## src/hdl/mcfts_pkg.sv

```systemverilog
// Shared types, constants and codes of the frame trigger sequencer.
package mcfts_pkg;

	// Field widths
	localparam int CMD_W      = 2;
	localparam int PERIOD_W   = 24;
	localparam int OFFSET_W   = 21;
	localparam int CHAN_W     = 2;
	localparam int SEQ_W      = 32;

	// Configuration port
	localparam int NUM_REGS   = 3;
	localparam int PADDR_W    = 4;
	localparam int APB_DW     = 32;
	localparam int REG_IDX_W  = PADDR_W - 2;

	// Defaults
	localparam int NUM_CHANNELS_DEF = 4;
	localparam logic [PERIOD_W-1:0] PERIOD_RESET = PERIOD_W'(1000000);

	// Command codes carried in the input request
	localparam logic [CMD_W-1:0] CMD_TICK  = 2'd0;
	localparam logic [CMD_W-1:0] CMD_START = 2'd1;
	localparam logic [CMD_W-1:0] CMD_STOP  = 2'd2;

	// Register indexes
	localparam logic [REG_IDX_W-1:0] REG_OFFSET_CH1 = 2'd0;
	localparam logic [REG_IDX_W-1:0] REG_OFFSET_CH2 = 2'd1;
	localparam logic [REG_IDX_W-1:0] REG_OFFSET_CH3 = 2'd2;

	typedef logic [NUM_REGS-1:0][OFFSET_W-1:0] offs_t;

	// Controller states
	typedef enum logic [3:0] {
		ST_IDLE,
		ST_LOAD,
		ST_SEL,
		ST_SCAN,
		ST_SWAP_A,
		ST_SWAP_B,
		ST_SPREAD,
		ST_GAP,
		ST_LAST_GAP,
		ST_FIRE
	} state_t;

	// Datapath operations
	typedef enum logic [3:0] {
		OP_NONE,
		OP_ACCEPT,
		OP_LOAD,
		OP_SEL,
		OP_SCAN,
		OP_SWAP_A,
		OP_SWAP_B,
		OP_SPREAD,
		OP_GAP,
		OP_LAST_GAP,
		OP_FIRE
	} dp_op_t;

	typedef struct packed {
		dp_op_t op;
	} ctrl_cmd_t;

	typedef struct packed {
		logic go_build;   // start request while idle
		logic go_fire;    // tick request that fires triggers
		logic scan_end;   // inner sort scan at last entry
		logic sort_end;   // last outer sort pass
		logic gap_end;    // gap pass at last entry
		logic fire_done;  // current trigger is the last of this tick
		logic out_free;   // output register can take a result
	} dp_status_t;

endpackage

```

## src/hdl/multi_channel_frame_trigger_sequencer.sv

```systemverilog
// Top level of the multi-channel frame trigger sequencer.
// Tick: a tick request is accepted in the idle state; when it fires, the controller goes to the fire state,
// which writes the triggers (up to NUM_CHANNELS) into the output register while that register has room.
// Start: slot build by selection sort over the shared table read port, in the load, select, scan, swap,
// spread and gap states, no request taken meanwhile. Stop: taken in the idle state, which it does not leave.
// Throughput: one request at a time, the next is taken as soon as the controller is idle.
// Reset (arst_n low, asynchronous): idle, disarmed, offsets 0, period 1000000, sequence 0.
module multi_channel_frame_trigger_sequencer import mcfts_pkg::*; #(
	parameter int NUM_CHANNELS = NUM_CHANNELS_DEF
) (
	input  logic                clk,
	input  logic                arst_n,
	// configuration port
	input  logic                psel,
	input  logic                penable,
	input  logic                pwrite,
	input  logic [PADDR_W-1:0]  paddr,
	input  logic [APB_DW-1:0]   pwdata,
	output logic [APB_DW-1:0]   prdata,
	output logic                pready,
	// request stream
	input  logic                s_tvalid,
	output logic                s_tready,
	input  logic [PERIOD_W-1:0] s_tdata,   // [23:0] period_us
	input  logic [CMD_W-1:0]    s_tuser,   // [1:0] command
	// trigger stream
	output logic                m_tvalid,
	input  logic                m_tready,
	output logic [SEQ_W-1:0]    m_tdata,   // [31:0] frame_seq
	output logic [CHAN_W-1:0]   m_tuser,   // [1:0] trigger_channel
	output logic                m_tlast
);

	offs_t      offsets;
	ctrl_cmd_t  cmd;
	dp_status_t status;

	mcfts_cfg u_cfg (
		.clk     (clk),
		.arst_n  (arst_n),
		.psel    (psel),
		.penable (penable),
		.pwrite  (pwrite),
		.paddr   (paddr),
		.pwdata  (pwdata),
		.prdata  (prdata),
		.pready  (pready),
		.offsets (offsets)
	);

	mcfts_ctrl u_ctrl (
		.clk      (clk),
		.arst_n   (arst_n),
		.in_valid (s_tvalid),
		.in_ready (s_tready),
		.status   (status),
		.cmd      (cmd)
	);

	mcfts_dp #(
		.NUM_CHANNELS (NUM_CHANNELS)
	) u_dp (
		.clk             (clk),
		.arst_n          (arst_n),
		.cmd             (cmd),
		.status          (status),
		.command         (s_tuser),
		.period_us       (s_tdata),
		.offsets         (offsets),
		.out_valid       (m_tvalid),
		.out_ready       (m_tready),
		.trigger_channel (m_tuser),
		.frame_seq       (m_tdata),
		.last            (m_tlast)
	);

endmodule

```

## src/hdl/mcfts_cfg.sv

```systemverilog
// APB register file holding the per-channel trigger offsets.
module mcfts_cfg import mcfts_pkg::*; (
	input  logic               clk,
	input  logic               arst_n,
	input  logic               psel,
	input  logic               penable,
	input  logic               pwrite,
	input  logic [PADDR_W-1:0] paddr,
	input  logic [APB_DW-1:0]  pwdata,
	output logic [APB_DW-1:0]  prdata,
	output logic               pready,
	output offs_t              offsets
);

	logic [REG_IDX_W-1:0] idx;
	logic                 wr_en;
	offs_t                off_q;

	assign idx     = paddr[PADDR_W-1:2];
	assign wr_en   = psel & penable & pwrite;
	assign pready  = 1'b1;
	assign offsets = off_q;

	// Register writes; indexes past the list are dropped
	always_ff @(posedge clk or negedge arst_n) begin
		if (!arst_n) begin
			off_q <= '0;
		end else if (wr_en) begin
			unique case (idx)
				REG_OFFSET_CH1: off_q[0] <= pwdata[OFFSET_W-1:0];
				REG_OFFSET_CH2: off_q[1] <= pwdata[OFFSET_W-1:0];
				REG_OFFSET_CH3: off_q[2] <= pwdata[OFFSET_W-1:0];
				default: ;
			endcase
		end
	end

	// Read-back
	always_comb begin
		unique case (idx)
			REG_OFFSET_CH1: prdata = APB_DW'(off_q[0]);
			REG_OFFSET_CH2: prdata = APB_DW'(off_q[1]);
			REG_OFFSET_CH3: prdata = APB_DW'(off_q[2]);
			default:        prdata = '0;
		endcase
	end

endmodule

```

## src/hdl/mcfts_ctrl.sv

```systemverilog
// Controller state machine: sequences slot build, tick handling and trigger firing.
module mcfts_ctrl import mcfts_pkg::*; (
	input  logic       clk,
	input  logic       arst_n,
	input  logic       in_valid,
	output logic       in_ready,
	input  dp_status_t status,
	output ctrl_cmd_t  cmd
);

	state_t state_q, state_nx;

	// State register
	always_ff @(posedge clk or negedge arst_n) begin
		if (!arst_n) begin
			state_q <= ST_IDLE;
		end else begin
			state_q <= state_nx;
		end
	end

	// Next state and datapath commands
	always_comb begin
		state_nx = state_q;
		cmd.op   = OP_NONE;
		in_ready = 1'b0;
		unique case (state_q)
			ST_IDLE: begin
				in_ready = 1'b1;
				if (in_valid) begin
					cmd.op = OP_ACCEPT;
					if (status.go_build) begin
						state_nx = ST_LOAD;
					end else if (status.go_fire) begin
						state_nx = ST_FIRE;
					end
				end
			end
			ST_LOAD: begin
				cmd.op   = OP_LOAD;
				state_nx = ST_SEL;
			end
			ST_SEL: begin
				cmd.op   = OP_SEL;
				state_nx = ST_SCAN;
			end
			ST_SCAN: begin
				cmd.op = OP_SCAN;
				if (status.scan_end) begin
					state_nx = ST_SWAP_A;
				end
			end
			ST_SWAP_A: begin
				cmd.op   = OP_SWAP_A;
				state_nx = ST_SWAP_B;
			end
			ST_SWAP_B: begin
				cmd.op   = OP_SWAP_B;
				state_nx = status.sort_end ? ST_SPREAD : ST_SEL;
			end
			ST_SPREAD: begin
				cmd.op   = OP_SPREAD;
				state_nx = ST_GAP;
			end
			ST_GAP: begin
				cmd.op = OP_GAP;
				if (status.gap_end) begin
					state_nx = ST_LAST_GAP;
				end
			end
			ST_LAST_GAP: begin
				cmd.op   = OP_LAST_GAP;
				state_nx = ST_IDLE;
			end
			ST_FIRE: begin
				// one trigger per cycle while the output register has room
				if (status.out_free) begin
					cmd.op = OP_FIRE;
					if (status.fire_done) begin
						state_nx = ST_IDLE;
					end
				end
			end
			default: state_nx = ST_IDLE;
		endcase
	end

endmodule

```

## src/hdl/mcfts_dp.sv

```systemverilog
// Datapath: slot tables, selection sort, gap build, countdown and output register.
module mcfts_dp import mcfts_pkg::*; #(
	parameter int NUM_CHANNELS = NUM_CHANNELS_DEF
) (
	input  logic                clk,
	input  logic                arst_n,
	input  ctrl_cmd_t           cmd,
	output dp_status_t          status,
	input  logic [CMD_W-1:0]    command,
	input  logic [PERIOD_W-1:0] period_us,
	input  offs_t               offsets,
	output logic                out_valid,
	input  logic                out_ready,
	output logic [CHAN_W-1:0]   trigger_channel,
	output logic [SEQ_W-1:0]    frame_seq,
	output logic                last
);

	localparam int IDX_W = $clog2(NUM_CHANNELS);
	localparam int CW    = (IDX_W < CHAN_W) ? CHAN_W : IDX_W;
	localparam logic [IDX_W-1:0] LAST_IDX = IDX_W'(NUM_CHANNELS - 1);
	localparam logic [IDX_W-1:0] PEN_IDX  = IDX_W'(NUM_CHANNELS - 2);

	// Slot tables
	logic signed [OFFSET_W-1:0] t_q   [NUM_CHANNELS];
	logic [CW-1:0]              c_q   [NUM_CHANNELS];
	logic [PERIOD_W-1:0]        gap_q [NUM_CHANNELS];

	// Sort and build registers
	logic [IDX_W-1:0]           i_q, j_q, m_q;
	logic signed [OFFSET_W-1:0] min_q, ti_q, base_q, prev_q;
	logic [CW-1:0]              ci_q, cm_q;
	logic                       clamp_q;

	// Run state
	logic                running_q, armed_q, wrapped_q;
	logic [PERIOD_W-1:0] period_q, countdown_q;
	logic [SEQ_W-1:0]    seq_q;
	logic [IDX_W-1:0]    slot_idx_q, n_q;

	// Output register
	logic                out_valid_q, last_q;
	logic [CHAN_W-1:0]   chan_q;
	logic [SEQ_W-1:0]    oseq_q;

	logic [IDX_W-1:0]           rd_addr, fire_idx;
	logic signed [OFFSET_W-1:0] rd_t;
	logic [CW-1:0]              rd_c;
	logic [PERIOD_W-1:0]        rd_gap;
	logic                       fire_wrap, wrapped_now, gap_nz, at_n_end, wrap_again;
	logic                       fire_last, disarm, out_free;
	logic signed [OFFSET_W:0]   d_gap, d_spread, d_last;
	logic [PERIOD_W-1:0]        gap_val, spread_val, last_val;
	logic [SEQ_W-1:0]           seq_fire;

	// Next slot to fire
	assign fire_wrap   = (slot_idx_q == LAST_IDX);
	assign fire_idx    = fire_wrap ? '0 : slot_idx_q + 1'b1;
	assign wrapped_now = wrapped_q | fire_wrap;
	assign seq_fire    = fire_wrap ? seq_q + 1'b1 : seq_q;

	// Shared read port of the offset and channel tables
	always_comb begin
		unique case (cmd.op)
			OP_SEL:           rd_addr = i_q;
			OP_SCAN, OP_GAP:  rd_addr = j_q;
			OP_SPREAD:        rd_addr = LAST_IDX;
			default:          rd_addr = fire_idx;
		endcase
	end
	assign rd_t   = t_q[rd_addr];
	assign rd_c   = c_q[rd_addr];
	assign rd_gap = gap_q[fire_idx];

	// Last-trigger lookahead: a gap, the per-tick limit, or a second frame wrap ends the tick
	assign gap_nz     = (rd_gap != '0);
	assign at_n_end   = (n_q == LAST_IDX);
	assign wrap_again = (fire_idx == LAST_IDX) && wrapped_now;
	assign fire_last  = gap_nz | at_n_end | wrap_again;
	assign disarm     = !gap_nz && !at_n_end && wrap_again;

	// Offset differences; all are non-negative after sorting
	assign d_gap      = {rd_t[OFFSET_W-1], rd_t} - {prev_q[OFFSET_W-1], prev_q};
	assign d_spread   = {rd_t[OFFSET_W-1], rd_t} - {base_q[OFFSET_W-1], base_q};
	assign d_last     = {prev_q[OFFSET_W-1], prev_q} - {base_q[OFFSET_W-1], base_q};
	assign gap_val    = {{(PERIOD_W-OFFSET_W){1'b0}}, d_gap[OFFSET_W-1:0]};
	assign spread_val = {{(PERIOD_W-OFFSET_W){1'b0}}, d_spread[OFFSET_W-1:0]};
	assign last_val   = {{(PERIOD_W-OFFSET_W){1'b0}}, d_last[OFFSET_W-1:0]};

	assign out_free = !out_valid_q || out_ready;

	// Status to the controller
	always_comb begin
		status.go_build  = (command == CMD_START) && !running_q;
		status.go_fire   = (command == CMD_TICK) && running_q && armed_q &&
		                   (countdown_q <= PERIOD_W'(1));
		status.scan_end  = (j_q == LAST_IDX);
		status.sort_end  = (i_q == PEN_IDX);
		status.gap_end   = (j_q == LAST_IDX);
		status.fire_done = fire_last;
		status.out_free  = out_free;
	end

	// Slot tables: load, swap and gap writes
	always_ff @(posedge clk) begin
		unique case (cmd.op)
			OP_LOAD: begin
				for (int k = 0; k < NUM_CHANNELS; k++) begin
					if (k >= 1 && k <= NUM_REGS) begin
						t_q[k] <= $signed(offsets[(k >= 1 && k <= NUM_REGS) ? k - 1 : 0]);
					end else begin
						t_q[k] <= '0;
					end
					c_q[k] <= CW'(k);
				end
			end
			OP_SWAP_A: begin
				t_q[m_q] <= ti_q;
				c_q[m_q] <= ci_q;
			end
			OP_SWAP_B: begin
				t_q[i_q] <= min_q;
				c_q[i_q] <= cm_q;
			end
			OP_GAP: begin
				if (j_q != '0) begin
					gap_q[j_q - 1'b1] <= clamp_q ? '0 : gap_val;
				end
			end
			OP_LAST_GAP: begin
				gap_q[LAST_IDX] <= clamp_q ? period_q : period_q - last_val;
			end
			default: ;
		endcase
	end

	// Sort scratch registers
	always_ff @(posedge clk) begin
		unique case (cmd.op)
			OP_SEL: begin
				min_q <= rd_t;
				ti_q  <= rd_t;
				ci_q  <= rd_c;
				cm_q  <= rd_c;
				m_q   <= i_q;
			end
			OP_SCAN: begin
				if (rd_t < min_q) begin
					min_q <= rd_t;
					cm_q  <= rd_c;
					m_q   <= j_q;
				end
			end
			OP_SWAP_B: begin
				if (i_q == '0) begin
					base_q <= min_q;
				end
			end
			OP_SPREAD: clamp_q <= (spread_val > period_q);
			OP_GAP:    prev_q  <= rd_t;
			default: ;
		endcase
	end

	// Loop counters and run state
	always_ff @(posedge clk or negedge arst_n) begin
		if (!arst_n) begin
			i_q         <= '0;
			j_q         <= '0;
			running_q   <= 1'b0;
			armed_q     <= 1'b0;
			wrapped_q   <= 1'b0;
			period_q    <= PERIOD_RESET;
			countdown_q <= '0;
			seq_q       <= '0;
			slot_idx_q  <= '0;
			n_q         <= '0;
		end else begin
			unique case (cmd.op)
				OP_ACCEPT: begin
					if (command == CMD_START && !running_q) begin
						period_q    <= period_us;
						slot_idx_q  <= LAST_IDX;
						seq_q       <= '1;
						countdown_q <= '0;
					end else if (command == CMD_STOP) begin
						running_q   <= 1'b0;
						armed_q     <= 1'b0;
						countdown_q <= '0;
					end else if (command == CMD_TICK && running_q && armed_q) begin
						if (countdown_q > PERIOD_W'(1)) begin
							countdown_q <= countdown_q - 1'b1;
						end else begin
							countdown_q <= '0;
							n_q         <= '0;
							wrapped_q   <= 1'b0;
						end
					end
				end
				OP_LOAD:   i_q <= '0;
				OP_SEL:    j_q <= i_q + 1'b1;
				OP_SCAN:   j_q <= j_q + 1'b1;
				OP_SWAP_B: i_q <= i_q + 1'b1;
				OP_SPREAD: j_q <= '0;
				OP_GAP:    j_q <= j_q + 1'b1;
				OP_LAST_GAP: begin
					running_q <= 1'b1;
					armed_q   <= 1'b1;
				end
				OP_FIRE: begin
					slot_idx_q <= fire_idx;
					seq_q      <= seq_fire;
					wrapped_q  <= wrapped_now;
					n_q        <= n_q + 1'b1;
					if (gap_nz) begin
						countdown_q <= rd_gap;
					end
					if (disarm) begin
						armed_q <= 1'b0;
					end
				end
				default: ;
			endcase
		end
	end

	// Output register valid
	always_ff @(posedge clk or negedge arst_n) begin
		if (!arst_n) begin
			out_valid_q <= 1'b0;
		end else if (cmd.op == OP_FIRE) begin
			out_valid_q <= 1'b1;
		end else if (out_ready) begin
			out_valid_q <= 1'b0;
		end
	end

	// Output register payload
	always_ff @(posedge clk) begin
		if (cmd.op == OP_FIRE) begin
			chan_q <= rd_c[CHAN_W-1:0];
			oseq_q <= seq_fire;
			last_q <= fire_last;
		end
	end

	assign out_valid       = out_valid_q;
	assign trigger_channel = chan_q;
	assign frame_seq       = oseq_q;
	assign last            = last_q;

endmodule

```

## config.mk

```make
export PLATFORM = sky130hd
export DESIGN_NAME = multi_channel_frame_trigger_sequencer
export DESIGN_NICKNAME = d
export VERILOG_FILES = /design/src/hdl/mcfts_pkg.sv /design/src/hdl/multi_channel_frame_trigger_sequencer.sv /design/src/hdl/mcfts_cfg.sv /design/src/hdl/mcfts_ctrl.sv /design/src/hdl/mcfts_dp.sv
export SDC_FILE = /design/constraint.sdc
export NUM_CORES = 1
export LEC_CHECK = 0
export BUFFER_PORTS_ARGS = -buffer_cell sky130_fd_sc_hd__buf_2
export CAP_MARGIN = 20
export CORE_MARGIN = 2
export CORE_UTILIZATION = 45
export CTS_CLUSTER_DIAMETER = 200
export CTS_CLUSTER_SIZE = 10
export DETAILED_ROUTE_END_ITERATION = 7
export MAX_ROUTING_LAYER = met4
export REMOVE_ABC_BUFFERS = 1
export SLEW_MARGIN = 10
export SYNTH_ARGS = -nofsm -noshare
export SYNTH_HDL_FRONTEND = slang
export SYNTH_SLANG_ARGS = --single-unit
```

## constraint.sdc

```tcl
create_clock -name clk -period 19.3 [get_ports clk]
set_clock_uncertainty 0.2 [all_clocks]
set_input_delay 1.93 -clock clk [delete_from_list [all_inputs] [get_ports clk]]
set_output_delay 1.93 -clock clk [all_outputs]
set_load 0.005 [all_outputs]
```

==> summary.txt <==
Synth
  – Post-Syn Area: 0.0257 mm2
  – Most used flip-flop cell after synthesis: edfxtp_1
  – Synth warn: 0
  – Seq/Total Area, Yosys: 52.3%
  – Yosys reg bits: 473
  – Post-synthesis cell count: 2334
  – Async SR Flop Fraction: 33.6%
  – Post-synth cell types: 79
  – Post-synth EDFFs: 314
  – Syn_area_per_cell: 11.0 um2

Critical path
  – CP delay by family, top: compound AO/OA/AOI/OAI gates
  – Worst R2R Setup Slack: 12.16 ns
  – Crit-path cells: nor4b_4 -> buf_4 -> nand2b_1 -> o21a_1 -> buf_4 -> nand2_1 -> a31oi_1 -> ha_1 -> o21ai_0 -> a21oi_1 -> o31a_1 -> a2111oi_0 -> o41ai_1 -> a21oi_1 -> xnor2_1 -> ha_1 -> a21oi_1 -> nor2b_1 -> o21ai_0 -> nand2b_1 -> a21oi_1 -> nor4_1 -> mux2i_1 -> a21oi_1
  – Worst setup SP type: flop
  – Most used cell, CP: a21oi_1
  – CP max-delay cell: a2111oi_0
  – WP data required: ~20 ns
  – Largest fanout on the critical path: 43
  – Worst setup EP type: flop
  – CP max stage delay: between 0.8 and 0.9 ns
  – CP Data Arrival Time: 7.35 ns
  – Crit Path Class: flop to flop
  – WP buf/inv: 2

Routing
  – First-pass DRT Iterations: 5
  – Iteration-0 DRC Markers: about 1300
  – Drt wl/cell: between 15 and 20 um
  – Routed Antenna Nets: 0
  – Vias per cell: approximately 5.6
  – Via count: between 15000 and 20000
  – Routed WL: 62700 um
  – DRC viols: 0

Floorplan
  – I/O pins: 139
  – Die Span Y: 243 um
  – Num rows: 87
  – Starting density of the core: 45.5%
  – Die Area: 0.0590 mm2
  – Core area: between 0.05 and 0.06 mm2
  – Die X: 243 um

Timing
  – Slew headroom: 29.9%
  – FMAX: 140 MHz
  – Unrepaired setup endpoints after global routing: no
  – Slew Viols, Final: 0
  – Endpoints failing hold: 0
  – Final min period: about 7.1 ns
  – Tightest Pin Transition: 1.04 ns
  – Setup violators final: 0
  – Worst hold slack: 0.279 ns
  – Final WS setup: about 12 ns
  – Fin crit share: 37.0%
  – Setup TNS: 0 ns

Clock tree
  – PostCTS Resize Cnt: 0
  – Clock tree from TritonCTS: done
  – Deepest clock path buffer count: 3
  – # hold bufs at CTS: 0
  – Reg clk slew, reported paths: about 0.060 ns
  – CTS buffer count: between 50 and 60
  – Worst-skew pair later-pin latency: 0.60 ns
  – Root Buffer: clkbuf_16
  – H-tree depth: 2
  – CTS Sinks: 473
  – Setup Buffers After CTS: 0

Layout
  – Area Overhead vs Synth: 12.0%
  – Most frequent cells in the layout: edfxtp_1, nand2_1, o21ai_0, dfrtp_1, inv_1
  – Layout cells sized above 1: 14.7%
  – Final instance area: ~0.029 mm2
  – Register area: 0.0134 mm2
  – Final #Nets: 2661
  – Most common cell after layout, fill and taps aside: edfxtp_1
  – Fill count: 5102
  – Area of the multi-input gates: 0.0114 mm2

GRT
  – Largest net degree at the start of global routing: 60
  – First-pass GRT wire length: roughly 100000 um
  – Global route overflow: 0
  – Vias in the first global route: 18400
  – Total GRT Usage: 21.9%
  – Initial antenna violation count: 4

Placement
  – Post-DP HPWL: 44700 um
  – GP Congestion: slightly below 0.9
  – Number of I/O port buffers: 113
  – DP Area: about 0.027 mm2
  – Dpl ws: about 12 ns

Outcome
  – Outcome: finished clean

Job
  – Max_cap viols: 0

Hold path
  – Hold Crit Class: flop to flop
metal layers:
layer / vias up / GRT usage, % / wire, um
li1: 8776 / - / -
met1: 8909 / 29.1 / 28800
met2: 401 / 35.3 / 30100
met3: 85 / 2.41 / 2340
met4: 0 / 6.73 / 1410
met5: - / - / 0
flip-flops by register name, summed over array words and instances (netlist names), 24 cells and up:
name	flops
u_dp.seq_q	32
u_dp.countdown_q	24
u_dp.gap_q	96
u_dp.frame_seq	32
u_cfg.offsets	63
u_dp.t_q	84
u_dp.period_q	24
stage by stage:
| stage | util, % | std cells |
|---|---|---|
| after global routing | 51.0 | 3260 |
| final | 51.0 | 3260 |
| after global placement | 48.2 | 3155 |
| after CTS | 51.0 | 3256 |
| after detailed placement | 48.3 | 3157 |
| after floorplan | - | 2239 |
layout make-up:
cell class | count | share of cell area (%)
antenna | 4 | 0.0348
clock buffer | 95 | 5.16
clock inverter | 4 | 0.174
inverter | 142 | 1.86
multi-input combinational | 1624 | 39.5
sequential | 473 | 46.6
tap | 756 | 3.29
timing repair buffer | 162 | 3.35
worst paths after layout:
path	cells past startpoint	to	startpoint
hold reg to reg	0	u_dp.base_q[3]	u_dp.min_q[3]
max in group asynchronous	2	u_cfg.offsets[37]	arst_n
setup / recovery	24	u_dp.clamp_q	u_ctrl.state_q[0]
min in group asynchronous	1	u_dp.period_q[2]	arst_n
setup reg to reg	24	u_dp.clamp_q	u_ctrl.state_q[0]
hold / removal	0	u_dp.base_q[3]	u_dp.min_q[3]
cells in the mapped netlist (10+ instances only):
cell        n  share of area, %
buf_4      12              0.35
xnor2_1    58               2.0
xor2_1     40               1.4
o21a_1     43               1.3
nor4_1     26              0.63
or3_1      11              0.27
nand4_1    29              0.71
a21oi_1   104               2.0
nor2_1    140               2.0
o21bai_1   10              0.29
dfrtp_1   152                15
mux4_2     25               2.2
a31oi_1    32              0.78
nand3_1    42              0.82
a211oi_1   36               1.1
buf_2      13              0.25
a21o_1     37               1.1
nor3_1     45              0.88
o21ai_0   193               3.8
edfxtp_1  314                37
clkbuf_1   68              0.99
inv_1     142               2.1
and3_1     19              0.46
and2_1     26              0.63
nand2b_1   25              0.61
ha_1      132               6.4
nor2b_1    17              0.41
mux2_2     89               3.9
mux2i_1    48               1.9
a22oi_1    11              0.32
nand2_1   249               3.6
kinds of logic after synthesis:
| logic type | share of synthesized area [%] |
|---|---|
| AO/OA/AOI/OAI | 13.5 |
| adder cells (fa/ha/maj) | 6.75 |
| buffers and inverters | 3.91 |
| other | 0.0293 |
| flip-flops | 52.3 |
| AND/OR/NAND/NOR | 12.2 |
| multiplexers | 7.97 |
| XOR/XNOR | 3.41 |
Power is left out: the tool's default activity adds up to more than one toggle a clock period on the data nets, which glitch-free logic cannot reach.
